**src/design/bm3_pkg.sv**
```systemverilog
// Shared types and constants for the 3x3 binary morphology block.
// Used by every module in the design folder except bm3_line_ram; depends on nothing.
package bm3_pkg;

  localparam int MAX_WIDTH  = 1024;
  localparam int MAX_HEIGHT = 1024;

  // column index, effective width, row index (row count reaches height + 1 while flushing)
  localparam int COL_W = $clog2(MAX_WIDTH);
  localparam int WID_W = $clog2(MAX_WIDTH + 1);
  localparam int ROW_W = $clog2(MAX_HEIGHT + 2);

  // register file
  localparam int CFG_W  = 11;
  localparam int DATA_W = 32;
  localparam int ADDR_W = 4;
  localparam int CFG_RESET   = 1024;
  localparam int W_RESET_EFF = (CFG_RESET > MAX_WIDTH) ? MAX_WIDTH : CFG_RESET;
  localparam int H_RESET_EFF = (CFG_RESET > MAX_HEIGHT) ? MAX_HEIGHT : CFG_RESET;

  typedef enum logic [1:0] {
    REG_WIDTH  = 2'd0,
    REG_HEIGHT = 2'd1,
    REG_MODE   = 2'd2
  } reg_idx_t;

  typedef enum logic {
    MODE_ERODE  = 1'b0,
    MODE_DILATE = 1'b1
  } morph_mode_t;

  // line memory word: {row before previous, previous row}
  localparam int LINE_W = 2;

  // 3x3 window, three columns of {bottom, middle, top}; newest column in the top bits
  localparam int WIN_W = 9;
  localparam logic [WIN_W-1:0] WIN_FULL      = 9'h1FF;
  localparam logic [WIN_W-1:0] MASK_NO_RIGHT = 9'h03F;
  localparam logic [WIN_W-1:0] MASK_NO_LEFT  = 9'h1F8;

  // result queue
  localparam int OUTQ_DEPTH = 3;
  localparam int OUTQ_PTR_W = $clog2(OUTQ_DEPTH);
  localparam int OUTQ_LVL_W = $clog2(OUTQ_DEPTH + 1);

  typedef struct packed {
    logic pixel_in;
    logic drain;
  } pix_item_t;

  typedef struct packed {
    logic pixel_out;
    logic frame_last;
  } res_item_t;

  // per-pixel control handed from the scan counters to the window stage
  typedef struct packed {
    logic [COL_W-1:0] col;
    logic             pix;
    logic             col_first;
    logic             col_second;
    logic             top_ok;
    logic             mid_ok;
    logic             emit;
    logic             last;
  } stage_ctl_t;

endpackage

```
**src/design/bm3_line_ram.sv**
```systemverilog
// Generic single-write, single-read synchronous RAM with registered read data.
// Holds the two line buffers; no package dependency.
module bm3_line_ram #(
  parameter int DEPTH = 1024,
  parameter int WIDTH = 2,
  localparam int AW = $clog2(DEPTH)
) (
  input  logic             clk,
  input  logic             we,
  input  logic [AW-1:0]    waddr,
  input  logic [WIDTH-1:0] wdata,
  input  logic             re,
  input  logic [AW-1:0]    raddr,
  output logic [WIDTH-1:0] rdata
);

  logic [WIDTH-1:0] mem [DEPTH];

  always_ff @(posedge clk) begin
    if (we) begin
      mem[waddr] <= wdata;
    end
    if (re) begin
      rdata <= mem[raddr];
    end
  end

endmodule

```
**src/design/bm3_window.sv**
```systemverilog
// Window stage: line memory read-modify-write, 3x3 window shift and the AND/OR reduction.
// Depends on bm3_pkg and bm3_line_ram.
module bm3_window import bm3_pkg::*; (
  input  logic        clk,
  input  logic        rst,
  input  logic        issue,
  input  stage_ctl_t  issue_ctl,
  input  morph_mode_t morph_mode,
  input  logic        narrow,
  output logic        push,
  output res_item_t   push_item
);

  logic              s1_valid;
  stage_ctl_t        s1;
  logic [LINE_W-1:0] rd_data;
  logic [LINE_W-1:0] wr_data;
  logic [LINE_W-1:0] line_word;
  logic              fwd_hit;
  logic [LINE_W-1:0] fwd_data;
  logic              ra;
  logic              rb;
  logic [WIN_W-1:0]  window;
  logic [WIN_W-1:0]  window_next;
  logic [WIN_W-1:0]  eff;
  logic              result;

  always_ff @(posedge clk) begin
    if (rst) begin
      s1_valid <= 1'b0;
      fwd_hit  <= 1'b0;
      window   <= '0;
    end else begin
      s1_valid <= issue;
      // one-pixel-wide frames hit the same entry on consecutive pixels
      fwd_hit  <= issue && s1_valid && (issue_ctl.col == s1.col);
      if (s1_valid) begin
        window <= window_next;
      end
    end
  end

  always_ff @(posedge clk) begin
    s1       <= issue_ctl;
    fwd_data <= wr_data;
  end

  bm3_line_ram #(
    .DEPTH (MAX_WIDTH),
    .WIDTH (LINE_W)
  ) u_line_ram (
    .clk   (clk),
    .we    (s1_valid),
    .waddr (s1.col),
    .wdata (wr_data),
    .re    (issue),
    .raddr (issue_ctl.col),
    .rdata (rd_data)
  );

  always_comb begin
    line_word   = fwd_hit ? fwd_data : rd_data;
    ra          = line_word[0] & s1.mid_ok;
    rb          = line_word[1] & s1.top_ok;
    wr_data     = {ra, s1.pix};
    window_next = {s1.pix, ra, rb, window[WIN_W-1:3]};
    eff         = window_next
                & (s1.col_first ? MASK_NO_RIGHT : WIN_FULL)
                & ((s1.col_second || narrow) ? MASK_NO_LEFT : WIN_FULL);
    case (morph_mode)
      MODE_DILATE: result = |eff;
      MODE_ERODE:  result = &eff;
      default:     result = &eff;
    endcase
    push                 = s1_valid && s1.emit;
    push_item.pixel_out  = result;
    push_item.frame_last = s1.last;
  end

endmodule

```
**src/design/bm3_outq.sv**
```systemverilog
// Three-entry result queue between the window stage and the output channel.
// Depends on bm3_pkg.
module bm3_outq import bm3_pkg::*; (
  input  logic                  clk,
  input  logic                  rst,
  input  logic                  push,
  input  res_item_t             push_item,
  output logic                  res_valid,
  input  logic                  res_ready,
  output res_item_t             res_data,
  output logic [OUTQ_LVL_W-1:0] level
);

  res_item_t               slots [OUTQ_DEPTH];
  logic [OUTQ_PTR_W-1:0]   rd_ptr;
  logic [OUTQ_PTR_W-1:0]   wr_ptr;
  logic                    pop;

  assign res_valid = (level != '0);
  assign pop       = res_valid && res_ready;
  assign res_data  = slots[rd_ptr];

  always_ff @(posedge clk) begin
    if (rst) begin
      rd_ptr <= '0;
      wr_ptr <= '0;
      level  <= '0;
    end else begin
      if (push) begin
        wr_ptr <= (wr_ptr == OUTQ_PTR_W'(OUTQ_DEPTH - 1)) ? '0 : wr_ptr + OUTQ_PTR_W'(1);
      end
      if (pop) begin
        rd_ptr <= (rd_ptr == OUTQ_PTR_W'(OUTQ_DEPTH - 1)) ? '0 : rd_ptr + OUTQ_PTR_W'(1);
      end
      level <= level + OUTQ_LVL_W'(push) - OUTQ_LVL_W'(pop);
    end
  end

  always_ff @(posedge clk) begin
    if (push) begin
      slots[wr_ptr] <= push_item;
    end
  end

endmodule

```
**src/design/binary_morphology_3x3.sv**
```systemverilog
// Top level of the streaming 3x3 binary erosion/dilation block: register file and scan counters.
// Depends on bm3_pkg, bm3_window (with bm3_line_ram) and bm3_outq.
//
//   channel   signals                                  carries
//   pix       pix_valid / pix_ready / pix_data         pixel_in, drain
//   res       res_valid / res_ready / res_data         pixel_out, frame_last
//   apb       psel penable pwrite paddr pwdata prdata   frame_width, frame_height, morph_mode
//
// One pixel per clock while pix_ready is high; the line memory's single read and single write port per cycle set it.
// A result passes the registered window stage and is then written into the queue before it can leave.
// Result n of a frame follows input n + width + 1; width + 1 drain transactions flush the end.
// Reset clears counters, window and queue; the line memory needs no clearing.
// pix_ready drops only when the three-entry result queue could overflow.
module binary_morphology_3x3 import bm3_pkg::*; (
  input  logic              clk,
  input  logic              rst,
  input  logic              psel,
  input  logic              penable,
  input  logic              pwrite,
  input  logic [ADDR_W-1:0] paddr,
  input  logic [DATA_W-1:0] pwdata,
  output logic [DATA_W-1:0] prdata,
  output logic              pready,
  input  logic              pix_valid,
  output logic              pix_ready,
  input  pix_item_t         pix_data,
  output logic              res_valid,
  input  logic              res_ready,
  output res_item_t         res_data
);

  logic [CFG_W-1:0]      cfg_width;
  logic [CFG_W-1:0]      cfg_height;
  morph_mode_t           cfg_mode;
  logic [WID_W-1:0]      w_eff;
  logic [ROW_W-1:0]      h_eff;
  logic                  narrow;
  logic [COL_W-1:0]      col_idx;
  logic [ROW_W-1:0]      row_idx;

  logic                  cfg_wr;
  reg_idx_t              reg_sel;
  logic [CFG_W-1:0]      wr_val;
  logic [WID_W-1:0]      sat_w;
  logic [ROW_W-1:0]      sat_h;
  logic                  geom_wr;

  logic                  skip;
  logic                  work;
  logic [ROW_W-1:0]      h_plus;
  logic                  col_wrap;
  stage_ctl_t            ctl;

  logic                  push;
  res_item_t             push_item;
  logic [OUTQ_LVL_W-1:0] q_level;

  // ---------------- register file ----------------
  assign pready  = 1'b1;
  assign cfg_wr  = psel && penable && pwrite;
  assign reg_sel = reg_idx_t'(paddr[ADDR_W-1:2]);
  assign wr_val  = pwdata[CFG_W-1:0];
  assign geom_wr = cfg_wr && (reg_sel == REG_WIDTH || reg_sel == REG_HEIGHT);

  always_comb begin
    if (wr_val == '0) begin
      sat_w = WID_W'(1);
      sat_h = ROW_W'(1);
    end else begin
      sat_w = (32'(wr_val) > 32'(MAX_WIDTH))  ? WID_W'(MAX_WIDTH)  : WID_W'(wr_val);
      sat_h = (32'(wr_val) > 32'(MAX_HEIGHT)) ? ROW_W'(MAX_HEIGHT) : ROW_W'(wr_val);
    end
  end

  always_ff @(posedge clk) begin
    if (rst) begin
      cfg_width  <= CFG_W'(CFG_RESET);
      cfg_height <= CFG_W'(CFG_RESET);
      cfg_mode   <= MODE_ERODE;
      w_eff      <= WID_W'(W_RESET_EFF);
      h_eff      <= ROW_W'(H_RESET_EFF);
      narrow     <= (W_RESET_EFF == 1);
    end else if (cfg_wr) begin
      case (reg_sel)
        REG_WIDTH: begin
          cfg_width <= wr_val;
          w_eff     <= sat_w;
          narrow    <= (sat_w == WID_W'(1));
        end
        REG_HEIGHT: begin
          cfg_height <= wr_val;
          h_eff      <= sat_h;
        end
        REG_MODE: begin
          cfg_mode <= morph_mode_t'(pwdata[0]);
        end
        default: begin
        end
      endcase
    end
  end

  always_comb begin
    case (reg_sel)
      REG_WIDTH:  prdata = DATA_W'(cfg_width);
      REG_HEIGHT: prdata = DATA_W'(cfg_height);
      REG_MODE:   prdata = DATA_W'(cfg_mode);
      default:    prdata = '0;
    endcase
  end

  // ---------------- scan counters ----------------
  // a drain before the first pixel of a frame is swallowed without effect
  assign skip      = pix_data.drain && (col_idx == '0) && (row_idx == '0);
  assign pix_ready = (32'(q_level) + 32'(push)) < 32'(OUTQ_DEPTH);
  assign work      = pix_valid && pix_ready && !skip;
  assign h_plus    = h_eff + ROW_W'(1);
  assign col_wrap  = (WID_W'(col_idx) + WID_W'(1)) == w_eff;

  always_comb begin
    ctl.col        = col_idx;
    ctl.pix        = pix_data.pixel_in && !pix_data.drain && (row_idx < h_eff);
    ctl.col_first  = (col_idx == '0);
    ctl.col_second = (col_idx == COL_W'(1));
    ctl.top_ok     = (row_idx >= ROW_W'(2)) && (row_idx <= h_plus);
    ctl.mid_ok     = (row_idx >= ROW_W'(1)) && (row_idx <= h_eff);
    ctl.emit       = (row_idx >= ROW_W'(2)) || ((row_idx == ROW_W'(1)) && (col_idx != '0));
    // last output lands on column 0 of the second flush row
    ctl.last       = (row_idx == h_plus);
  end

  always_ff @(posedge clk) begin
    if (rst || geom_wr) begin
      col_idx <= '0;
      row_idx <= '0;
    end else if (work) begin
      if (ctl.last) begin
        col_idx <= '0;
        row_idx <= '0;
      end else if (col_wrap) begin
        col_idx <= '0;
        row_idx <= row_idx + ROW_W'(1);
      end else begin
        col_idx <= col_idx + COL_W'(1);
      end
    end
  end

  // ---------------- datapath ----------------
  bm3_window u_window (
    .clk        (clk),
    .rst        (rst),
    .issue      (work),
    .issue_ctl  (ctl),
    .morph_mode (cfg_mode),
    .narrow     (narrow),
    .push       (push),
    .push_item  (push_item)
  );

  bm3_outq u_outq (
    .clk       (clk),
    .rst       (rst),
    .push      (push),
    .push_item (push_item),
    .res_valid (res_valid),
    .res_ready (res_ready),
    .res_data  (res_data),
    .level     (q_level)
  );

`ifndef SYNTH
  a_queue_no_overflow: assert property (@(posedge clk) disable iff (rst)
    push |-> (q_level < OUTQ_LVL_W'(OUTQ_DEPTH)))
    else $error("result queue overflow");

  a_clear_after_last: assert property (@(posedge clk) disable iff (rst)
    (work && ctl.last) |=> (col_idx == '0 && row_idx == '0))
    else $error("scan counters not cleared after last pixel");

  a_col_in_range: assert property (@(posedge clk) disable iff (rst)
    WID_W'(col_idx) < w_eff)
    else $error("column counter beyond frame width");
`endif

endmodule
```
**config.mk**
```make
export PLATFORM = sky130hd
export DESIGN_NAME = binary_morphology_3x3
export DESIGN_NICKNAME = d
export VERILOG_FILES = /design/src/design/bm3_pkg.sv /design/src/design/bm3_line_ram.sv /design/src/design/bm3_window.sv /design/src/design/bm3_outq.sv /design/src/design/binary_morphology_3x3.sv
export SDC_FILE = /design/constraint.sdc
export NUM_CORES = 2
export LEC_CHECK = 0
export BUFFER_PORTS_ARGS = -buffer_cell sky130_fd_sc_hd__buf_2
export CAP_MARGIN = 15
export CORE_MARGIN = 1
export CORE_UTILIZATION = 55
export CTS_CLUSTER_DIAMETER = 40
export CTS_CLUSTER_SIZE = 16
export DETAILED_ROUTE_END_ITERATION = 8
export MAX_ROUTING_LAYER = met4
export PLACE_DENSITY = 0.71
export SLEW_MARGIN = 30
export SYNTH_ARGS = -nofsm -noshare
export SYNTH_HDL_FRONTEND = slang
export SYNTH_SLANG_ARGS = --single-unit
```
**constraint.sdc**
```tcl
create_clock -name clk -period 48.9 [get_ports clk]
set_input_delay 7.335 -clock clk [delete_from_list [all_inputs] [get_ports clk]]
set_output_delay 7.335 -clock clk [all_outputs]
set_load 0.005 [all_outputs]
```
==> results.toml <==
[run_status]
outcome = "finished clean"

[clock_tree]
cts_buffer_depth = 3
cts_setup_buffers = 0
clkTransAtPathRegs_ns = 0.05
cts_resized = 0
htreeDepth = 4
cts_tree = "yes"
cts_buffers = 240
ctsHoldBuffers = 0
clkLatencyLatePin_ns = 0.87
clkSinkCount = 2158
cts_root_buf = "clkbuf_16"

[yosys]
synth.area.top_cells = "edfxtp_1, mux4_2, nor2_1"
synthCells = 5242
syn_area_per_cell_um2 = 16.8
synth-edff-count = 2056
yosysSeqAreaShare_pct = 72.6
syn_area_um2 = 87900
yosys.area.top_type_share_pct = 70.3
yosysWarnings = 0
synth_cell_type_count = 60
synth_area_leader_cell = "edfxtp_1"
yosys_register_bits = 2158
synth_async_sr_flop_share_pct = 0
synth-main-ff-cell = "edfxtp_1"

[detailed_routing]
vias = 48381
antenna_left = 0
wl_per_cell_um = 29.0
drt-pass1-iter-count = 8
drc = 0
drt_iter0_drc = 6962
routed_wl_mm = 217
viasPerCell = 6.46

[setup_path]
critical_path_arrival_ns = 8.17
path_max_fanout = 17
crit_type = "in -> out"
crit_path_end_kind = "output pin"
start_kind = "input pin"
rrSetupSlack_ns = 41.65
critical_path_required_ns = 41.56

[sta]
fin_crit_sh_pct = 31.7
fmax_mhz = 64.5
setup_tns_ns = 0
setup_viol = 0
period_needed_ns = 15.50
tightest_slew_ns = 1.10
final-hold-violation-count = 0
clock_skew_ns = 0.0297
setup_slack_ns = 33.40
maxSlewViolCount = 0
whs_ns = 0.446
rsz0062_at_grt = "false"
relSlewSlack_pct = 25.9

[floorplanning]
fp.dieW_um = 402
die_h_um = 402
num_io_pins = 82
die_area_um2 = 161000
initial_core_util_pct = 55.4
rows = 146
core_um2 = 159000

[power_and_ir_drop]
p_leak_nw = 29.4
internal_power_w = 0.00321
swShare_pct = 22.0
p_sw_w = 0.000904
powerDensity_nw_per_um2 = 41.6
peakVddDrop_v = 0.0000389
p_seq_share_pct = 49.1
power_frac_clock_pct = 46.1
comb_power_share_pct = 4.8

[global_route]
grt_usage_pct = 27.8
grt_antenna_before_repair = 10
grt_pass1_wl_mm = 316
grt_overflow = 0
grt_max_degree = 216
grt_pass1_vias = 48174

[cells_and_area]
final_cell_count_no_fill = 7487
nets = 5274
fillers = 10859
drive_above_1_share_pct = 21.5
synthToLayoutAreaGrowth_pct = 12.5
utilization_pct = 62.4

[place]
dp.cells = 7021
port_buffers = 36
preCtsSetupSlack_ns = 33.40
place_congestion = 0.816
dp_hpwl_mm = 116

[min_path]
hp-class = "reg -> reg"

[run]
maxCapViolations = 0
-- cells in the mapped netlist (all sizes together), types with 34 or more instances --
cell / instances
ha: 34
dfxtp: 102
buf: 210
nor4: 39
nor2: 1097
nand2: 191
clkbuf: 237
edfxtp: 2056
a22oi: 230
mux4: 511
nand3: 47
a21oi: 173
-- area by class of cell --
type	instances	area (µm²)	share of cell area, %
sequential	2158	63800	64.5
clock inverter	203	2440	2.47
multi-input combinational	2629	22500	22.7
tap	2072	2590	2.62
antenna	4	10.0	0.0101
timing repair buffer	138	1360	1.38
inverter	28	105	0.106
clock buffer	255	6090	6.16
-- layout by cell type, fill, tap and decap left out, types with 16 or more instances in the layout --
master / netlist / layout
edfxtp_1: 2056 / 2056
nor2_1: 1097 / 1091
mux4_2: 511 / 511
clkbuf_16: 0 / 240
a22oi_1: 230 / 230
a21oi_1: 172 / 172
nand2_1: 189 / 158
dfxtp_1: 102 / 98
buf_4: 34 / 67
inv_6: 0 / 44
buf_2: 67 / 36
nor4_1: 39 / 34
ha_1: 34 / 34
mux2i_1: 32 / 32
nand2_2: 2 / 32
bufinv_16: 0 / 32
xnor2_1: 30 / 30
clkinvlp_4: 0 / 30
buf_12: 0 / 29
inv_1: 27 / 27
nor3_1: 30 / 27
nand3_1: 47 / 25
clkinv_1: 1 / 23
o22ai_1: 23 / 23
xor2_1: 22 / 22
conb_1: 2 / 22
nand3_4: 0 / 21
clkinv_4: 0 / 21
clkinv_2: 0 / 20
inv_8: 0 / 18
nand4_1: 17 / 17
nor2b_1: 22 / 17
o21ai_0: 16 / 16
-- registers in the layout, indices dropped and copies added, names as in the netlist, 6 cells and up, named ones only --
name / flops
cfg_width: 11
row_idx: 11
u_outq.slots: 6
col_idx: 10
u_window.s1: 16
w_eff: 11
u_window.window: 6
u_window.u_line_ram.mem: 2048
cfg_height: 11
h_eff: 11
-- through the flow --
step | power (W) | area (µm²)
after floorplan | 0.00223 | 87900
after global placement | 0.00225 | 89800
after detailed placement | 0.00225 | 90200
after CTS | 0.00413 | 98800
after global routing | 0.00421 | 98900
final | 0.00411 | 98900
-- worst paths after layout --
kind | start | to | cells past startpoint
worst max register to register | col_idx[0]$_SDFFE_PP0P_ | u_window.u_line_ram.rdata[1]$_DFFE_PP_ | 12
worst max-delay path | paddr[2] | prdata[9] | 4
worst min register to register | cfg_height[10]$_SDFFE_PP1P_ | cfg_height[10]$_SDFFE_PP1P_ | 2
worst min-delay path | cfg_height[10]$_SDFFE_PP1P_ | cfg_height[10]$_SDFFE_PP1P_ | 2
-- power groups by stage --
stage / sequential [W] / combinational, W / clock (W)
6_report: 0.00202 / 0.000196 / 0.00190
5_1_grt: 0.00202 / 0.000210 / 0.00198
4_1_cts: 0.00202 / 0.000198 / 0.00191
3_5_place_dp: 0.00206 / 0.000197 / 0
3_3_place_gp: 0.00206 / 0.000194 / 0
2_1_floorplan: 0.00207 / 0.000156 / 0
-- critical path, cell delays in order --
cell     delay, ns
buf_2         0.35
mux2i_1       0.29
nor2_1        0.06
buf_2         0.13
-- layer usage --
layer	track usage (%)	vias to the layer above	wire, µm
met5	-	-	0
met4	9.10	0	6690
met3	5.73	410	23100
met2	42.8	2685	105000
met1	37.6	25014	82400
li1	-	20272	-
-- kinds of logic after synthesis --
| group | Yosys count | share of synthesized area (%) |
|---|---|---|
| DFF | 2158 | 72.6 |
| and+or+nand+nor | 1496 | 6.92 |
| AOI/OAI and AO/OA | 481 | 3.55 |
| buffers and inverters | 475 | 2.46 |
| xor gates and xnor gates | 52 | 0.518 |
| adders and majority gates | 34 | 0.484 |
| muxes | 544 | 13.5 |
| other | 2 | 0.00855 |
Power figures use the tool's default switching activity.
